## src/sv/sspp_pkg.sv

```systemverilog
package sspp_pkg;

    // Character counter width and its saturation point
    localparam int unsigned POS_W = 11;
    localparam logic [POS_W-1:0] POS_MAX = '1;

    // Data coding scheme for the GSM 7-bit default alphabet
    localparam logic [7:0] DCS_GSM7 = 8'h00;

    // PDU type flag bits
    localparam int unsigned TYPE_SRR_BIT  = 5;
    localparam int unsigned TYPE_UDHI_BIT = 6;

    // One input beat: a hex character and the end-of-PDU flag
    typedef struct packed {
        logic [7:0] hex_char;
        logic       last;
    } t_sspp_in;

    // One result beat
    typedef struct packed {
        logic       valid_res;
        logic [7:0] type_octet;
        logic [7:0] msg_ref;
        logic [7:0] originator_digits;
        logic [7:0] protocol_id;
        logic [7:0] coding_scheme;
        logic [7:0] user_data_length;
        logic       status_report_requested;
        logic       header_present;
    } t_sspp_out;

endpackage

```

## src/sv/sspp_in_stage.sv

```systemverilog
module sspp_in_stage
    import sspp_pkg::*;
(
    input  logic     i_clk,
    input  logic     i_rst_n,
    input  logic     i_valid,
    input  t_sspp_in i_data,
    output logic     o_ready,
    output logic     o_item_valid,
    output t_sspp_in o_item,
    input  logic     i_take
);

    logic     r_valid;
    t_sspp_in r_data;

    // Accept a new beat when empty or when the held beat is consumed this cycle
    assign o_ready      = !r_valid || i_take;
    assign o_item_valid = r_valid;
    assign o_item       = r_data;

    // Hold valid flag
    always_ff @(posedge i_clk) begin
        if (!i_rst_n) begin
            r_valid <= 1'b0;
        end else if (i_valid && o_ready) begin
            r_valid <= 1'b1;
        end else if (i_take) begin
            r_valid <= 1'b0;
        end
    end

    // Capture payload
    always_ff @(posedge i_clk) begin
        if (i_valid && o_ready) begin
            r_data <= i_data;
        end
    end

endmodule

```

## src/sv/sspp_parse.sv

```systemverilog
module sspp_parse
    import sspp_pkg::*;
(
    input  logic      i_clk,
    input  logic      i_rst_n,
    input  logic      i_item_valid,
    input  t_sspp_in  i_item,
    input  logic      i_res_space,
    output logic      o_take,
    output logic      o_res_load,
    output t_sspp_out o_res
);

    typedef enum logic [3:0] {
        PH_SCA_LEN,
        PH_SCA_SKIP,
        PH_TYPE,
        PH_MR,
        PH_OA_LEN,
        PH_OA_SKIP,
        PH_PID,
        PH_DCS,
        PH_UDL,
        PH_DATA
    } t_phase;

    t_phase           r_phase, n_phase, w_phase;
    logic [POS_W-1:0] r_pos, n_pos, w_pos;
    logic [POS_W-1:0] r_next, n_next, w_next;
    logic [POS_W-1:0] r_exp, n_exp, w_exp;
    logic [3:0]       r_high, n_high, w_high;
    logic [7:0]       r_type, n_type, w_type;
    logic [7:0]       r_mr, n_mr, w_mr;
    logic [7:0]       r_digits, n_digits, w_digits;
    logic [7:0]       r_pid, n_pid, w_pid;
    logic [7:0]       r_dcs, n_dcs, w_dcs;
    logic [7:0]       r_udl, n_udl, w_udl;
    logic             r_err, n_err, w_err;

    logic [3:0]       w_nib;
    logic             w_hex_ok;
    logic [7:0]       w_octet;
    logic [POS_W-1:0] w_p1;
    logic [8:0]       w_oa_span;
    logic [8:0]       w_ud_span;
    logic             w_valid;

    // Hold a final character while the result register is full
    assign o_take     = i_item_valid && (!i_item.last || i_res_space);
    assign o_res_load = o_take && i_item.last;

    // Decode one ASCII hex digit; a bad character counts as zero
    always_comb begin
        w_nib    = 4'd0;
        w_hex_ok = 1'b1;
        case (i_item.hex_char) inside
            [8'h30:8'h39]: w_nib = i_item.hex_char[3:0];
            [8'h41:8'h46],
            [8'h61:8'h66]: w_nib = i_item.hex_char[3:0] + 4'd9;
            default:       w_hex_ok = 1'b0;
        endcase
    end

    // Octet and span arithmetic
    assign w_octet   = {r_high, w_nib};
    assign w_p1      = r_pos + POS_W'(1);
    assign w_oa_span = {1'b0, w_octet} + {8'd0, w_octet[0]};
    assign w_ud_span = (r_dcs == DCS_GSM7)
                     ? ({w_octet, 1'b0} - {3'd0, w_octet[7:3], 1'b0})
                     : {w_octet, 1'b0};

    // Advance the parser by one character
    always_comb begin
        w_phase  = r_phase;
        w_pos    = r_pos;
        w_next   = r_next;
        w_exp    = r_exp;
        w_high   = r_high;
        w_type   = r_type;
        w_mr     = r_mr;
        w_digits = r_digits;
        w_pid    = r_pid;
        w_dcs    = r_dcs;
        w_udl    = r_udl;
        w_err    = r_err;
        if (o_take) begin
            if (r_pos == POS_MAX) begin
                w_err = 1'b1;
            end else begin
                w_pos = w_p1;
                case (r_phase)
                    PH_SCA_SKIP: begin
                        if (w_p1 >= r_next) w_phase = PH_TYPE;
                    end
                    PH_OA_SKIP: begin
                        if (w_p1 >= r_next) w_phase = PH_PID;
                    end
                    PH_DATA: begin
                    end
                    default: begin
                        if (!w_hex_ok) w_err = 1'b1;
                        if (!r_pos[0]) begin
                            w_high = w_nib;
                        end else begin
                            case (r_phase)
                                PH_SCA_LEN: begin
                                    if (w_octet == 8'd0) begin
                                        w_phase = PH_TYPE;
                                    end else begin
                                        w_next  = w_p1 + {2'b00, w_octet, 1'b0};
                                        w_phase = PH_SCA_SKIP;
                                    end
                                end
                                PH_TYPE: begin
                                    w_type  = w_octet;
                                    w_phase = PH_MR;
                                end
                                PH_MR: begin
                                    w_mr    = w_octet;
                                    w_phase = PH_OA_LEN;
                                end
                                PH_OA_LEN: begin
                                    w_digits = w_octet;
                                    w_next   = w_p1 + {2'b00, w_oa_span} + POS_W'(2);
                                    w_phase  = PH_OA_SKIP;
                                end
                                PH_PID: begin
                                    w_pid   = w_octet;
                                    w_phase = PH_DCS;
                                end
                                PH_DCS: begin
                                    w_dcs   = w_octet;
                                    w_phase = PH_UDL;
                                end
                                default: begin
                                    w_udl   = w_octet;
                                    w_exp   = w_p1 + {2'b00, w_ud_span};
                                    w_phase = PH_DATA;
                                end
                            endcase
                        end
                    end
                endcase
            end
        end
    end

    // Build the result from the updated state
    assign w_valid = !w_err && (w_phase == PH_DATA) && (w_pos == w_exp);

    always_comb begin
        o_res.valid_res               = w_valid;
        o_res.type_octet              = w_type;
        o_res.msg_ref                 = w_mr;
        o_res.originator_digits       = w_digits;
        o_res.protocol_id             = w_pid;
        o_res.coding_scheme           = w_dcs;
        o_res.user_data_length        = w_udl;
        o_res.status_report_requested = w_valid && w_type[TYPE_SRR_BIT];
        o_res.header_present          = w_type[TYPE_UDHI_BIT];
    end

    // Return to the start state after the final character
    always_comb begin
        n_phase  = w_phase;
        n_pos    = w_pos;
        n_next   = w_next;
        n_exp    = w_exp;
        n_high   = w_high;
        n_type   = w_type;
        n_mr     = w_mr;
        n_digits = w_digits;
        n_pid    = w_pid;
        n_dcs    = w_dcs;
        n_udl    = w_udl;
        n_err    = w_err;
        if (o_res_load) begin
            n_phase  = PH_SCA_LEN;
            n_pos    = '0;
            n_next   = '0;
            n_exp    = '0;
            n_high   = '0;
            n_type   = '0;
            n_mr     = '0;
            n_digits = '0;
            n_pid    = '0;
            n_dcs    = '0;
            n_udl    = '0;
            n_err    = 1'b0;
        end
    end

    // Hold parser state
    always_ff @(posedge i_clk) begin
        if (!i_rst_n) begin
            r_phase  <= PH_SCA_LEN;
            r_pos    <= '0;
            r_next   <= '0;
            r_exp    <= '0;
            r_high   <= '0;
            r_type   <= '0;
            r_mr     <= '0;
            r_digits <= '0;
            r_pid    <= '0;
            r_dcs    <= '0;
            r_udl    <= '0;
            r_err    <= 1'b0;
        end else begin
            r_phase  <= n_phase;
            r_pos    <= n_pos;
            r_next   <= n_next;
            r_exp    <= n_exp;
            r_high   <= n_high;
            r_type   <= n_type;
            r_mr     <= n_mr;
            r_digits <= n_digits;
            r_pid    <= n_pid;
            r_dcs    <= n_dcs;
            r_udl    <= n_udl;
            r_err    <= n_err;
        end
    end

endmodule

```

## src/sv/sspp_out_stage.sv

```systemverilog
module sspp_out_stage
    import sspp_pkg::*;
(
    input  logic      i_clk,
    input  logic      i_rst_n,
    input  logic      i_load,
    input  t_sspp_out i_res,
    output logic      o_space,
    output logic      o_valid,
    output t_sspp_out o_data,
    input  logic      i_ready
);

    logic      r_valid;
    t_sspp_out r_data;

    // Room for a result when empty or when the held beat leaves this cycle
    assign o_space = !r_valid || i_ready;
    assign o_valid = r_valid;
    assign o_data  = r_data;

    // Hold valid flag
    always_ff @(posedge i_clk) begin
        if (!i_rst_n) begin
            r_valid <= 1'b0;
        end else if (i_load) begin
            r_valid <= 1'b1;
        end else if (i_ready) begin
            r_valid <= 1'b0;
        end
    end

    // Capture result
    always_ff @(posedge i_clk) begin
        if (i_load) begin
            r_data <= i_res;
        end
    end

endmodule

```

## src/sv/sms_submit_pdu_hex_parser.sv

```systemverilog
// SMS-SUBMIT PDU header parser. Feed the PDU as ASCII hex characters, one per beat, with
// last set on the final one; each final character yields one result beat with the header
// octets, the status-report and header-present flags, and valid_res when every header
// character was hex and the total length matched the one implied by the user-data length
// and coding scheme. One character is taken every cycle but for the stall below: an input
// register feeds a single pass of decode and counter logic, and a result is loaded into
// the result register when its final character is taken from the input register. Input
// stalls only while a final character waits for the result register to be emptied. Streams
// longer than 2047 characters report invalid.
module sms_submit_pdu_hex_parser
    import sspp_pkg::*;
(
    input  logic      i_clk,
    input  logic      i_rst_n,
    input  logic      i_in_valid,
    output logic      o_in_ready,
    input  t_sspp_in  i_in_data,
    output logic      o_out_valid,
    input  logic      i_out_ready,
    output t_sspp_out o_out_data
);

    logic      w_item_valid;
    t_sspp_in  w_item;
    logic      w_take;
    logic      w_res_space;
    logic      w_res_load;
    t_sspp_out w_res;

    sspp_in_stage u_in_stage (
        .i_clk        (i_clk),
        .i_rst_n      (i_rst_n),
        .i_valid      (i_in_valid),
        .i_data       (i_in_data),
        .o_ready      (o_in_ready),
        .o_item_valid (w_item_valid),
        .o_item       (w_item),
        .i_take       (w_take)
    );

    sspp_parse u_parse (
        .i_clk        (i_clk),
        .i_rst_n      (i_rst_n),
        .i_item_valid (w_item_valid),
        .i_item       (w_item),
        .i_res_space  (w_res_space),
        .o_take       (w_take),
        .o_res_load   (w_res_load),
        .o_res        (w_res)
    );

    sspp_out_stage u_out_stage (
        .i_clk   (i_clk),
        .i_rst_n (i_rst_n),
        .i_load  (w_res_load),
        .i_res   (w_res),
        .o_space (w_res_space),
        .o_valid (o_out_valid),
        .o_data  (o_out_data),
        .i_ready (i_out_ready)
    );

endmodule

```

## config.mk

```make
export PLATFORM = sky130hd
export DESIGN_NAME = sms_submit_pdu_hex_parser
export DESIGN_NICKNAME = d
export VERILOG_FILES = /design/src/sv/sspp_pkg.sv /design/src/sv/sspp_in_stage.sv /design/src/sv/sspp_parse.sv /design/src/sv/sspp_out_stage.sv /design/src/sv/sms_submit_pdu_hex_parser.sv
export SDC_FILE = /design/constraint.sdc
export NUM_CORES = 1
export LEC_CHECK = 0
export BUFFER_PORTS_ARGS = -buffer_cell sky130_fd_sc_hd__buf_2
export CAP_MARGIN = 15
export CORE_MARGIN = 1.5
export CORE_UTILIZATION = 57
export DETAILED_ROUTE_END_ITERATION = 10
export PLACE_DENSITY = 0.77
export SETUP_SLACK_MARGIN = 0.05
export SYNTH_ARGS = -nofsm -noshare
export SYNTH_HDL_FRONTEND = slang
export SYNTH_HIERARCHICAL = 1
export SYNTH_SLANG_ARGS = --single-unit
```

## constraint.sdc

```tcl
create_clock -name i_clk -period 10.9 [get_ports i_clk]
set_clock_uncertainty 0.1 [all_clocks]
set_input_delay 1.635 -clock i_clk [delete_from_list [all_inputs] [get_ports i_clk]]
set_output_delay 1.635 -clock i_clk [all_outputs]
set_load 0.1 [all_outputs]
```

==> impl_metrics.py <==
metrics = {
    "run_status": {
        "status": "finished, final reports clean",
    },
    "power_and_ir_drop": {
        "p_int_w": 0.00100,
        "ir_worst_vdd_mv": 0.0947,
        "p_clk_frac": 0.436,
        "swShare": 0.279,
        "p_leak_nw": 3.79,
        "p_comb_frac": 0.123,
        "power_density_nw_per_um2": 153,
        "seqPwrFrac": 0.441,
        "switching_power_w": 0.000386,
    },
    "cells_and_area": {
        "area_delta_synth_final_pct": 14.0,
        "postLayoutCoreUtil": 0.674,
        "final_net_count": 941,
        "antennaDiodeCount": 0,
        "final_common_cell": "dfxtp_1",
        "drive_gt1_frac": 0.164,
        "fill_cells": 1054,
        "layout_common_cells": "dfxtp_1 (92), nor2_1 (84), buf_2 (65)",
    },
    "timing": {
        "fin_crit_sh": 0.496,
        "setup_tns_ps": 0,
        "worstMarginPinSlew_ps": 998,
        "drv_slew": 0,
        "hold_violations": 0,
        "period_minus_slack_ps": 5410,
        "setup_viol": 0,
        "rsz0062_at_grt": "no",
        "slew_headroom": 0.335,
        "fmaxAchievable_ghz": 0.185,
    },
    "drt": {
        "ant_nets": 0,
        "vias_per_cell": 5.87,
        "wl_per_cell_um": 18.3,
        "remaining_drc_errors": 0,
        "drt-total-wl_um": 19500,
        "vias": 6238,
        "dr.pass1.iters": 5,
        "drt-initial-drc-count": 529,
    },
    "floorplan": {
        "initial_core_util": 0.591,
        "rows": 42,
        "die_height_um": 121,
        "top_level_ports": 66,
        "dieArea_um2": 14600,
        "core_area_um2": 13400,
        "die_x_um": 121,
    },
    "worst_setup_path": {
        "worstPathArrival_ps": 5570,
        "r2r-end": "u_out_stage/o_data[50]",
        "crit_start": "u_in_stage/o_item[1]",
        "critPathMaxFanout": 9,
        "cp_slowest_cell": "edfxtp_1",
        "rrSetupSlack_ps": 5490,
        "cp.required_ps": 11060,
        "cpPeakStageDelay_ps": 470,
        "critPathCaptureType": "flop",
        "reg2reg_from": "u_in_stage/o_item[1]",
        "path_cells": "ha_1 -> or3b_2 -> nand3_1 -> nor2_1 -> a21oi_1 -> buf_4 -> inv_1 -> fa_1 -> a21o_1 -> a21oi_1 -> nor2b_1 -> nor4_1 -> xnor2_1 -> ha_1 -> o21a_1 -> o21ai_0 -> o22ai_1 -> xnor2_1 -> xnor2_1 -> o21ai_0 -> o221ai_1 -> nor3_1",
        "critical_path_class": "reg2reg",
        "ff2ff_path_depth": 22,
        "start_kind": "flop",
        "path_common_cell": "xnor2_1",
    },
    "placement": {
        "gp_congestion": 0.897,
        "numPortBuffers": 65,
        "dp_hpwl_um": 13600,
    },
    "synth": {
        "synth_edf_count": 60,
        "synth-seq-cells": 152,
        "ys_top_cells_by_area": "dfxtp_1 (23%), edfxtp_1 (23%), ha_1 (8.2%)",
        "seq_area_frac_synth": 0.460,
        "synth_flop_cell": "dfxtp_1",
        "synth.avg_cell_area_um2": 9.77,
        "yosys_warnings": 6,
        "synth_area_um2": 7920,
        "syn_nets": 879,
        "synthArstFlopShare": 0,
        "postSynthCellCount": 811,
        "synth.distinct_cells": 68,
        "synth_top_cell_by_area": "dfxtp_1",
        "synth.top_cell.area_share": 0.232,
    },
    "hold_path": {
        "hp-class": "reg2reg",
        "worstHoldPathCells": 2,
        "min_from": "u_parse/r_next[0]",
        "whs_endpoint": "u_parse/r_next[0]",
    },
    "grt": {
        "grt_pass1_wl_um": 31100,
        "grt_util_all_layers": 0.279,
        "grt_antenna_before_repair": 0,
        "grt_start_max_net_pins": 58,
        "grt_pass1_vias": 6066,
        "grt_overflow": 0,
    },
    "clocking": {
        "numCtsBuffers": 17,
        "cts_sinks": 152,
        "clk_pin_slew_ps": 70,
        "root_buffer": "clkbuf_16",
        "clk_latency_ps": 430,
        "cts-resized-gates": 0,
        "cts_setup_buffers": 0,
        "cts_tree": "built",
        "cts_htree_levels": 4,
        "ctsHoldBuffers": 0,
        "cts_buffer_depth": 2,
    },
    "flow_run": {
        "drv_cap": 0,
    },
}
==> metrics by stage <==
stage / worst slack [ps] / power, W / cells / hold WS [ps] / cell area (µm²)
floorplan: 5850 / 0.000753 / 811 / 313 / 7920
global placement: 5740 / 0.000789 / 1029 / 322 / 8420
detailed placement: 5600 / 0.000792 / 1029 / 326 / 8420
CTS: 5560 / 0.00139 / 1061 / 336 / 9030
global route: 5110 / 0.00143 / 1062 / 374 / 9030
finish: 5490 / 0.00139 / 1062 / 336 / 9030
==> registers in the layout, summed over array words and instances, names as in the netlist, 4 cells and up <==
signal	flops
u_in_stage/o_item	9
u_parse/r_phase	4
u_parse/r_exp	11
u_parse/r_type	8
u_parse/r_dcs	8
u_parse/r_digits	8
u_parse/r_pos	11
u_parse/r_pid	8
u_out_stage/o_data	51
u_parse/r_mr	8
u_parse/r_high	4
u_parse/r_next	11
u_parse/r_udl	8
==> how the worst max path moves through the flow <==
| stage | endpoint | depth (start not counted) | slack (ps) |
|---|---|---|---|
| 6_report | u_out_stage/o_data[50] | 22 | 5490 |
| 5_1_grt | u_out_stage/o_data[1] | 23 | 5110 |
| 4_1_cts | u_out_stage/o_data[50] | 23 | 5560 |
| 3_5_place_dp | u_out_stage/o_data[50] | 22 | 5600 |
| 3_3_place_gp | u_out_stage/o_data[1] | 23 | 5740 |
| 2_1_floorplan | u_out_stage/o_data[50] | 23 | 5850 |
==> cells in the mapped netlist (5+ instances only) <==
cell,count
ha_1,52
mux2_2,17
nor4_1,8
and3_1,5
clkbuf_1,22
nand3_1,18
nand2_1,62
o21ai_0,48
buf_2,6
inv_1,34
and2_1,54
a211oi_1,15
a21o_1,11
xnor2_1,25
nand4_1,6
mux2i_1,15
nor2_1,84
xor2_1,22
o21a_1,7
o21bai_1,7
dfxtp_1,92
a21oi_1,49
nor3_1,18
nand2b_1,6
edfxtp_1,60
==> area by class of cell <==
cell class	count	area (µm²)	area share
well taps	176	220	0.0244
clock inverters	15	186	0.0206
inverters	35	131	0.0145
flip-flops and latches	152	3640	0.403
multi-input cells	591	4020	0.445
clock buffers	17	425	0.0471
repair buffers	76	408	0.0451
==> kinds of logic (layout without fill, tap and decap cells) <==
kind of cell,Yosys count,count (layout),synth area share
adder cells (fa/ha/maj),55,55,0.0897
multiplexers,32,32,0.0431
buffers and inverters,68,143,0.0346
XOR/XNOR,48,48,0.0548
AND/OR/NAND/NOR,291,291,0.190
flip-flops,152,152,0.460
AO/OA/AOI/OAI,165,165,0.128
==> power groups by stage <==
stage,clock [W],combinational [W],sequential [W]
2_1_floorplan,0,0.0000942,0.000659
5_1_grt,0.000636,0.000185,0.000613
4_1_cts,0.000612,0.000169,0.000611
6_report,0.000604,0.000170,0.000612
3_3_place_gp,0,0.000166,0.000624
3_5_place_dp,0,0.000168,0.000624
==> critical path: cells and delay by family, from the launching register on <==
kind            cells  cell delay, ps
simple gates        6            1340
buf+inv             2             410
fa+ha+maj           3            1030
xor+xnor            3             500
flops               1             470
compound gates      8            1370
==> layer usage <==
| layer | up-vias | global-route usage | share of wire |
|---|---|---|---|
| met5 | - | 0 | 0 |
| met4 | 0 | 0.0956 | 0.023 |
| met3 | 39 | 0.0592 | 0.065 |
| met2 | 215 | 0.464 | 0.48 |
| met1 | 2988 | 0.362 | 0.43 |
| li1 | 2996 | - | - |
(Power assumes the default switching activity.)
